`src/rtl/core/mail_body_relaxed_canon_unit_macros.svh`:
```
// Assertion macros for the relaxed body canonicalization unit.
// Each macro expands to one labeled concurrent assertion that is disabled
// while reset is high.
`ifndef MAIL_BODY_RELAXED_CANON_UNIT_MACROS_SVH
`define MAIL_BODY_RELAXED_CANON_UNIT_MACROS_SVH

// The consequent must hold in the same cycle as the antecedent.
`define MBRC_ASSERT_IMPLY(label, clk, rst, ante, cons) \
   label: assert property (@(posedge clk) disable iff (rst) (ante) |-> (cons)) \
      else $error("mbrc assertion failed");

// The condition must never be true.
`define MBRC_ASSERT_NEVER(label, clk, rst, cond) \
   label: assert property (@(posedge clk) disable iff (rst) !(cond)) \
      else $error("mbrc assertion failed");

`endif

```
`src/rtl/core/mbrc_pkg.sv`:
```
`timescale 1ns / 1ps
// ----------------------------------------------------------------------------
// mbrc_pkg
// Types and constants shared by the relaxed body canonicalization unit.
// ----------------------------------------------------------------------------
package mbrc_pkg;

   localparam int LINE_COUNT_BITS_DEFAULT = 16;
   localparam int TOKEN_VALUE_W           = 16;
   localparam int QUEUE_DEPTH             = 4;

   // Token kinds.
   localparam logic KIND_BYTE = 1'b0;
   localparam logic KIND_CRLF = 1'b1;

   // Body characters.
   localparam logic [7:0] CHAR_LF    = 8'h0A;
   localparam logic [7:0] CHAR_CR    = 8'h0D;
   localparam logic [7:0] CHAR_SPACE = 8'h20;
   localparam logic [7:0] CHAR_TAB   = 8'h09;

   // Token slots of one bundle, in emission order.
   localparam int SLOT_CRLF  = 0;
   localparam int SLOT_SPACE = 1;
   localparam int SLOT_CR    = 2;
   localparam int SLOT_BYTE  = 3;
   localparam int SLOT_FINAL = 4;
   localparam int SLOT_COUNT = 5;

   typedef struct packed {
      logic [7:0] data_byte;
      logic       has_byte;
      logic       end_of_body;
   } req_type;

   typedef struct packed {
      logic                     token_kind;
      logic [TOKEN_VALUE_W-1:0] token_value;
      logic                     token_last;
   } rsp_type;

   // All tokens that one item causes, with a mask of which are present.
   typedef struct packed {
      logic [SLOT_COUNT-1:0]    mask;
      logic [TOKEN_VALUE_W-1:0] crlf_count;
      logic [7:0]               data_byte;
   } bundle_type;

   // Queue head as seen by the back part.
   typedef struct packed {
      logic       valid;
      bundle_type bundle;
   } queue_head_type;

endpackage

```
`src/rtl/core/mbrc_front.sv`:
```
`timescale 1ns / 1ps
// ----------------------------------------------------------------------------
// mbrc_front
// Classifies each body byte, keeps the line state and builds the token bundle.
// ----------------------------------------------------------------------------
module mbrc_front #(
   parameter int LINE_COUNT_BITS = mbrc_pkg::LINE_COUNT_BITS_DEFAULT
) (
   input  logic                 clock,
   input  logic                 reset,
   input  logic                 req_valid,
   input  mbrc_pkg::req_type    req_payload,
   input  logic                 queue_full,
   output logic                 req_stall,
   output logic                 push,
   output mbrc_pkg::bundle_type push_bundle
);

   // Saturation limit is min(2^LINE_COUNT_BITS - 1, 65535).
   localparam logic [LINE_COUNT_BITS-1:0] CountLimit = LINE_COUNT_BITS'(32'h0000FFFF);

   logic [LINE_COUNT_BITS-1:0] line_ends_ff, line_ends_in;
   logic                       space_ff, space_in;
   logic                       held_cr_ff, held_cr_in;

   logic accept;
   logic is_lf, is_cr, is_blank, is_content, release_all;
   logic [31:0] line_ends_wide;

   assign req_stall = queue_full;
   assign accept    = req_valid && !queue_full;

   assign is_lf      = req_payload.data_byte == mbrc_pkg::CHAR_LF;
   assign is_cr      = req_payload.data_byte == mbrc_pkg::CHAR_CR;
   assign is_blank   = (req_payload.data_byte == mbrc_pkg::CHAR_SPACE) ||
                       (req_payload.data_byte == mbrc_pkg::CHAR_TAB);
   assign is_content = !is_lf && !is_cr && !is_blank;

   // A held CR turns into content when anything but LF follows it.
   assign release_all = req_payload.has_byte &&
                        (is_content || ((is_cr || is_blank) && held_cr_ff));

   assign line_ends_wide = 32'(line_ends_ff);

   always_comb begin
      push_bundle = '0;
      push_bundle.mask[mbrc_pkg::SLOT_CRLF]  = release_all && (line_ends_ff != '0);
      push_bundle.mask[mbrc_pkg::SLOT_SPACE] = release_all && space_ff;
      push_bundle.mask[mbrc_pkg::SLOT_CR]    = release_all && held_cr_ff;
      push_bundle.mask[mbrc_pkg::SLOT_BYTE]  = req_payload.has_byte && is_content;
      push_bundle.mask[mbrc_pkg::SLOT_FINAL] = req_payload.end_of_body;
      push_bundle.crlf_count = line_ends_wide[mbrc_pkg::TOKEN_VALUE_W-1:0];
      push_bundle.data_byte  = req_payload.data_byte;
   end

   assign push = accept && (push_bundle.mask != '0);

   always_comb begin
      line_ends_in = line_ends_ff;
      space_in     = space_ff;
      held_cr_in   = held_cr_ff;
      if (release_all) begin
         line_ends_in = '0;
         space_in     = 1'b0;
         held_cr_in   = 1'b0;
      end
      if (req_payload.has_byte) begin
         if (is_lf) begin
            held_cr_in = 1'b0;
            space_in   = 1'b0;
            if (line_ends_ff < CountLimit) begin
               line_ends_in = line_ends_ff + 1'b1;
            end
         end else if (is_cr) begin
            held_cr_in = 1'b1;
         end else if (is_blank) begin
            space_in = 1'b1;
         end
      end
      if (req_payload.end_of_body) begin
         line_ends_in = '0;
         space_in     = 1'b0;
         held_cr_in   = 1'b0;
      end
   end

   always_ff @(posedge clock) begin
      if (reset) begin
         line_ends_ff <= '0;
         space_ff     <= 1'b0;
         held_cr_ff   <= 1'b0;
      end else if (accept) begin
         line_ends_ff <= line_ends_in;
         space_ff     <= space_in;
         held_cr_ff   <= held_cr_in;
      end
   end

endmodule

```
`src/rtl/core/mbrc_queue.sv`:
```
`timescale 1ns / 1ps
// ----------------------------------------------------------------------------
// mbrc_queue
// Short queue of token bundles between the front and back parts.
// ----------------------------------------------------------------------------
module mbrc_queue (
   input  logic                     clock,
   input  logic                     reset,
   input  logic                     push,
   input  mbrc_pkg::bundle_type     push_bundle,
   input  logic                     pop,
   output mbrc_pkg::queue_head_type head,
   output logic                     full
);

   localparam int Depth = mbrc_pkg::QUEUE_DEPTH;
   localparam int PtrW  = (Depth > 1) ? $clog2(Depth) : 1;
   localparam int CntW  = $clog2(Depth + 1);

   mbrc_pkg::bundle_type entry_ff [Depth];
   logic [PtrW-1:0] wr_ptr_ff, rd_ptr_ff;
   logic [CntW-1:0] count_ff;

   function automatic logic [PtrW-1:0] ptr_next(input logic [PtrW-1:0] p);
      if (p == PtrW'(Depth - 1)) begin
         return '0;
      end
      return p + 1'b1;
   endfunction

   assign full          = count_ff == CntW'(Depth);
   assign head.valid    = count_ff != '0;
   assign head.bundle   = entry_ff[rd_ptr_ff];

   always_ff @(posedge clock) begin
      if (push) begin
         entry_ff[wr_ptr_ff] <= push_bundle;
      end
   end

   always_ff @(posedge clock) begin
      if (reset) begin
         wr_ptr_ff <= '0;
         rd_ptr_ff <= '0;
         count_ff  <= '0;
      end else begin
         if (push) begin
            wr_ptr_ff <= ptr_next(wr_ptr_ff);
         end
         if (pop) begin
            rd_ptr_ff <= ptr_next(rd_ptr_ff);
         end
         if (push && !pop) begin
            count_ff <= count_ff + 1'b1;
         end else if (pop && !push) begin
            count_ff <= count_ff - 1'b1;
         end
      end
   end

endmodule

```
`src/rtl/core/mbrc_back.sv`:
```
`timescale 1ns / 1ps
// ----------------------------------------------------------------------------
// mbrc_back
// Unpacks token bundles into single tokens and drives the output register.
// ----------------------------------------------------------------------------
module mbrc_back (
   input  logic                     clock,
   input  logic                     reset,
   input  mbrc_pkg::queue_head_type head,
   output logic                     pop,
   output logic                     rsp_valid,
   output mbrc_pkg::rsp_type        rsp_payload,
   input  logic                     rsp_stall
);

   logic [mbrc_pkg::SLOT_COUNT-1:0] cur_mask_ff, cur_mask_in;
   mbrc_pkg::bundle_type            cur_ff;
   logic                            rsp_valid_ff;
   mbrc_pkg::rsp_type               rsp_ff, rsp_in;

   logic                            slot_free, use_cur, emit;
   mbrc_pkg::bundle_type            act;
   logic [mbrc_pkg::SLOT_COUNT-1:0] act_mask, sel;

   assign slot_free = !rsp_valid_ff || !rsp_stall;
   assign use_cur   = cur_mask_ff != '0;
   assign act       = use_cur ? cur_ff : head.bundle;
   assign act_mask  = use_cur ? cur_mask_ff :
                      (head.valid ? head.bundle.mask : '0);
   // Lowest set bit is the next token in emission order.
   assign sel       = act_mask & (~act_mask + 1'b1);
   assign emit      = slot_free && (act_mask != '0);
   assign pop       = emit && !use_cur;

   assign cur_mask_in = emit ? (act_mask & ~sel) : cur_mask_ff;

   always_comb begin
      rsp_in             = '0;
      rsp_in.token_kind  = mbrc_pkg::KIND_BYTE;
      if (sel[mbrc_pkg::SLOT_CRLF]) begin
         rsp_in.token_kind  = mbrc_pkg::KIND_CRLF;
         rsp_in.token_value = act.crlf_count;
      end else if (sel[mbrc_pkg::SLOT_SPACE]) begin
         rsp_in.token_value = mbrc_pkg::TOKEN_VALUE_W'(mbrc_pkg::CHAR_SPACE);
      end else if (sel[mbrc_pkg::SLOT_CR]) begin
         rsp_in.token_value = mbrc_pkg::TOKEN_VALUE_W'(mbrc_pkg::CHAR_CR);
      end else if (sel[mbrc_pkg::SLOT_BYTE]) begin
         rsp_in.token_value = mbrc_pkg::TOKEN_VALUE_W'(act.data_byte);
      end else begin
         rsp_in.token_kind  = mbrc_pkg::KIND_CRLF;
         rsp_in.token_value = mbrc_pkg::TOKEN_VALUE_W'(1);
         rsp_in.token_last  = 1'b1;
      end
   end

   always_ff @(posedge clock) begin
      if (pop) begin
         cur_ff <= head.bundle;
      end
      if (emit) begin
         rsp_ff <= rsp_in;
      end
   end

   always_ff @(posedge clock) begin
      if (reset) begin
         cur_mask_ff  <= '0;
         rsp_valid_ff <= 1'b0;
      end else begin
         cur_mask_ff <= cur_mask_in;
         if (slot_free) begin
            rsp_valid_ff <= emit;
         end
      end
   end

   assign rsp_valid   = rsp_valid_ff;
   assign rsp_payload = rsp_ff;

endmodule

```
`src/rtl/core/mail_body_relaxed_canon_unit.sv`:
```
`timescale 1ns / 1ps
// The first token of an item is held in a queue entry, then in the output register.
// One item per cycle while each causes at most one token and no stall occurs;
// the sequencer sends one token per cycle unless stalled; big items hold it longer.
// A four-entry bundle queue absorbs such bursts before the input stalls.
// Reset (synchronous) clears the line state, the queue and the output register.
// ----------------------------------------------------------------------------
// mail_body_relaxed_canon_unit
// Relaxed body canonicalization: body bytes in, data and CRLF-run tokens out.
// ----------------------------------------------------------------------------
`include "mail_body_relaxed_canon_unit_macros.svh"

module mail_body_relaxed_canon_unit #(
   parameter int LINE_COUNT_BITS = mbrc_pkg::LINE_COUNT_BITS_DEFAULT
) (
   input  logic              clock,
   input  logic              reset,
   input  logic              req_valid,
   input  mbrc_pkg::req_type req_payload,
   output logic              req_stall,
   output logic              rsp_valid,
   output mbrc_pkg::rsp_type rsp_payload,
   input  logic              rsp_stall
);

   logic                     q_push, q_pop, q_full;
   mbrc_pkg::bundle_type     q_push_bundle;
   mbrc_pkg::queue_head_type q_head;

   mbrc_front #(
      .LINE_COUNT_BITS(LINE_COUNT_BITS)
   ) u_front (
      .clock      (clock),
      .reset      (reset),
      .req_valid  (req_valid),
      .req_payload(req_payload),
      .queue_full (q_full),
      .req_stall  (req_stall),
      .push       (q_push),
      .push_bundle(q_push_bundle)
   );

   mbrc_queue u_queue (
      .clock      (clock),
      .reset      (reset),
      .push       (q_push),
      .push_bundle(q_push_bundle),
      .pop        (q_pop),
      .head       (q_head),
      .full       (q_full)
   );

   mbrc_back u_back (
      .clock      (clock),
      .reset      (reset),
      .head       (q_head),
      .pop        (q_pop),
      .rsp_valid  (rsp_valid),
      .rsp_payload(rsp_payload),
      .rsp_stall  (rsp_stall)
   );

   `MBRC_ASSERT_NEVER(a_push_when_full, clock, reset, q_push && q_full)
   `MBRC_ASSERT_IMPLY(a_pop_needs_entry, clock, reset, q_pop, q_head.valid)
   `MBRC_ASSERT_NEVER(a_full_and_empty, clock, reset, q_full && !q_head.valid)
   `MBRC_ASSERT_IMPLY(a_last_is_final_crlf, clock, reset, rsp_valid && rsp_payload.token_last, rsp_payload.token_kind == mbrc_pkg::KIND_CRLF && rsp_payload.token_value == 16'd1)

endmodule

```
`config.mk`:
```
export PLATFORM = sky130hd
export DESIGN_NAME = mail_body_relaxed_canon_unit
export DESIGN_NICKNAME = d
export VERILOG_FILES = /design/src/rtl/core/mbrc_pkg.sv /design/src/rtl/core/mbrc_front.sv /design/src/rtl/core/mbrc_queue.sv /design/src/rtl/core/mbrc_back.sv /design/src/rtl/core/mail_body_relaxed_canon_unit.sv
export VERILOG_INCLUDE_DIRS = /design/src /design/src/rtl/core
export SDC_FILE = /design/constraint.sdc
export NUM_CORES = 1
export LEC_CHECK = 0
export ABC_AREA = 1
export BUFFER_PORTS_ARGS = -buffer_cell sky130_fd_sc_hd__buf_2
export CAP_MARGIN = 20
export CORE_UTILIZATION = 55
export DETAILED_ROUTE_END_ITERATION = 10
export GPL_TIMING_DRIVEN = 1
export PLACE_DENSITY_LB_ADDON = 0.05
export SETUP_SLACK_MARGIN = 0.2
export SLEW_MARGIN = 5
export SYNTH_ARGS = -nofsm -noshare
export SYNTH_HDL_FRONTEND = slang
export SYNTH_SLANG_ARGS = --single-unit
```
`constraint.sdc`:
```
create_clock -name clock -period 2.7 [get_ports clock]
set_input_delay 0.27 -clock clock [delete_from_list [all_inputs] [get_ports clock]]
set_output_delay 0.27 -clock clock [all_outputs]
set_load 0.05 [all_outputs]
```
==> reports/results.ini <==
[run]
cap_violations = 0

[floorplanning]
ios = 34
die_h_um = 120.8
die_w_um = 120.8
rows = 43
start_util_pct = 56.17
core_area_mm2 = 0.01383
dieArea_mm2 = 0.01460

[worst_setup_path]
rr_endpoint = u_queue.count_ff[2]
crit_path_max_fanout = 8
worstSetupPathType = reg -> reg
crit_path_start_kind = flip-flop
rrSetupSlack_ns = 0.34
endpoint_kind = flip-flop
cp_cell_sequence = buf_4, o211ai_1, nand2_1, a21oi_2, nand3_4, nand3_4, ha_1, inv_1, fa_2, a21oi_1, o21ai_1, o21ai_1, a21oi_1
worstPathRequired_ns = 3.01
slowest_delay_ns = 0.39
critPathBufInv = 2
crit_family = compound AO/OA/AOI/OAI gates
cp_slowest_cell = dfxtp_4
r2r_cells = 13
arrival_ns = 2.68

[final_layout]
most-common-layout-cells = nand2_1, edfxtp_1, inv_1
regArea_mm2 = 0.004910
area_growth_pct = 15.37
stdcell_count = 997
drive_gt1_share_pct = 17.87
layout_commonest_cell = nand2_1
antenna_cells = 0
num-nets-final = 827
nFillCells = 1079
multi_input_comb_area_mm2 = 0.002365
final_util_pct = 64.80
fin_area_mm2 = 0.008960

[logic_synthesis]
synth_edf_count = 142
yosysSeqAreaShare_pct = 63.15
yosysWarningCount = 0
synthArstFlopShare_pct = 0
ys.flop_type = edfxtp_1
synth.distinct_cells = 39
synth.area.top_cells = edfxtp_1, dfxtp_1, nand2_1
yosysTopAreaCell = edfxtp_1
synth_area_per_cell_um2 = 10.33
ys_ff_latch = 174
yosys.area.top_type_share_pct = 54.91
syn_inst = 752
synth_nets = 775
synth_area_mm2 = 0.007766

[min_path]
hold_depth = 1
min_path_type = in -> reg
holdPathEnd = u_queue.entry_ff[3][6]
min_from = req_payload[8]

[clock_network]
clock-root-buffer = clkbuf_16
cts.path.max_buffers = 2
clk_latency_ns = 0.43
cts.sinks = 174
path_clk_slew_ns = 0.07
tritoncts = yes
h-tree-depth = 4
numCtsBuffers = 17

[drt]
drc = 0
vias = 5360
routed_wl_um = 16320
vias_per_cell = 5.376
drtPass1Iterations = 5
ant_nets = 0
drtIter0Drc = 461
wl_per_cell_um = 16.37

[sta]
tightest_slew_ns = 0.5087
timing.fmax_mhz = 423.2
fin_skew_ns = 0.009493
slew_viol_final = 0
setup_ws_ns = 0.3371
min_period_over_period_pct = 87.51
rsz0062_at_grt = true
finalSetupViolCount = 0
hold_violations = 0
relSlewSlack_pct = 66.05
period_minus_slack_ns = 2.363
holdWs_ns = 0.07269

[run_status]
outcome = finished, final reports clean

[power_and_ir_drop]
seqPwrFrac_pct = 36.1
power.internal_mw = 6.377
power_frac_clock_pct = 27.5
swShare_pct = 37.31
p_per_area_mw_per_mm2 = 1135
p_switching_mw = 3.794
peakVddDrop_v = 0.0005471
power_leakage_nw = 3.601
pwr-share-comb_pct = 36.4

[place]
dpl.hpwl_um = 10800
place_inst = 958
gp_congestion = 0.8933
portBuffers = 33
pre_cts_slack_ns = -0.01627
place_area_mm2 = 0.008202

[global_route]
grt_pass1_wl_um = 25900
antenna_found_initial = 0
grt_remaining_overflow = 0
grt_usage_pct = 23.93
grt_pass1_vias = 5031
grt_max_degree = 30

-- layer usage --
layer	wire length, um	vias up	GRT usage, %
li1	-	2638	-
met1	7653	2549	34.05
met2	7574	161	36.32
met3	936	12	5.236
met4	157	0	8.333
met5	0	-	0
-- flip-flops by register name, indices dropped and copies added, names as in the netlist, named ones only --
name                  count
u_front.space_ff          1
u_front.line_ends_ff     16
u_queue.entry_ff        116
u_queue.count_ff          3
u_front.held_cr_ff        1
u_queue.wr_ptr_ff         2
u_back.rsp_payload       18
u_back.rsp_valid          1
u_back.cur_mask_ff        4
u_back.cur_ff             8
u_queue.rd_ptr_ff         2
-- cells in the mapped netlist (4+ instances only) --
| cell type | number |
|---|---|
| a21oi_1 | 35 |
| a22o_1 | 4 |
| a32oi_1 | 8 |
| buf_2 | 7 |
| buf_4 | 8 |
| clkbuf_1 | 8 |
| dfxtp_1 | 32 |
| edfxtp_1 | 142 |
| ha_1 | 8 |
| inv_1 | 87 |
| inv_2 | 8 |
| nand2_1 | 150 |
| nand2_2 | 13 |
| nand2_4 | 4 |
| nand3_1 | 35 |
| nand4_1 | 9 |
| nor2_1 | 86 |
| nor2_2 | 7 |
| o211ai_1 | 4 |
| o21ai_0 | 39 |
| o22ai_1 | 16 |
| xor2_1 | 7 |
-- through the flow --
step                power, mW  setup TNS, ns
floorplan               6.398         -13.97
global placement        7.196              0
detailed placement      7.275       -0.01627
CTS                     10.10              0
global route            10.72              0
finish                  10.17              0
-- worst max path at each step --
stage | from | endpoint | slack (ns) | cells past startpoint
5_1_grt | flip-flop | u_queue.count_ff[2] | 0.18 | 13
4_1_cts | flip-flop | u_queue.count_ff[2] | 0.20 | 16
6_report | flip-flop | u_queue.count_ff[2] | 0.34 | 13
2_1_floorplan | req_payload[9] | u_queue.entry_ff[3][0] | -0.12 | 11
3_3_place_gp | req_payload[9] | u_queue.count_ff[2] | 0.06 | 19
3_5_place_dp | req_payload[9] | u_queue.count_ff[2] | -0.02 | 19
-- power groups by stage --
stage | combinational, mW | clock (mW) | sequential [mW]
CTS | 3.58 | 2.83 | 3.68
finish | 3.71 | 2.80 | 3.67
detailed placement | 3.55 | 0 | 3.72
global route | 4.07 | 2.94 | 3.71
floorplan | 2.23 | 0 | 4.17
global placement | 3.49 | 0 | 3.70
-- timing repair --
item                                   4_1_cts  5_1_grt
pin swaps                                    1        4
endpoints found under the hold margin        0        0
setup endpoints to repair                    1        2
resized for setup                            5        7
hold buffers                                 0        0
buffers inserted                             0        7
-- cell families after synthesis --
family                     after synthesis  synth area share (%)
DFF                                    174                 63.15
adders and majority gates                9                 1.547
buffers and inverters                  121                 6.638
AOI/OAI and AO/OA                      115                 8.603
and+or+nand+nor                        326                 19.27
xor gates and xnor gates                 7                0.7894
-- final cells by class --
cell class              count  share of cell area, %
well taps                 180                  2.514
multi-input cells         457                  26.39
inverters                  95                  4.036
flip-flops and latches    174                  54.80
clock buffers              17                  4.748
repair buffers             59                  4.664
clock inverters            15                  2.849
Note: power is estimated with default switching activity, not from simulation.
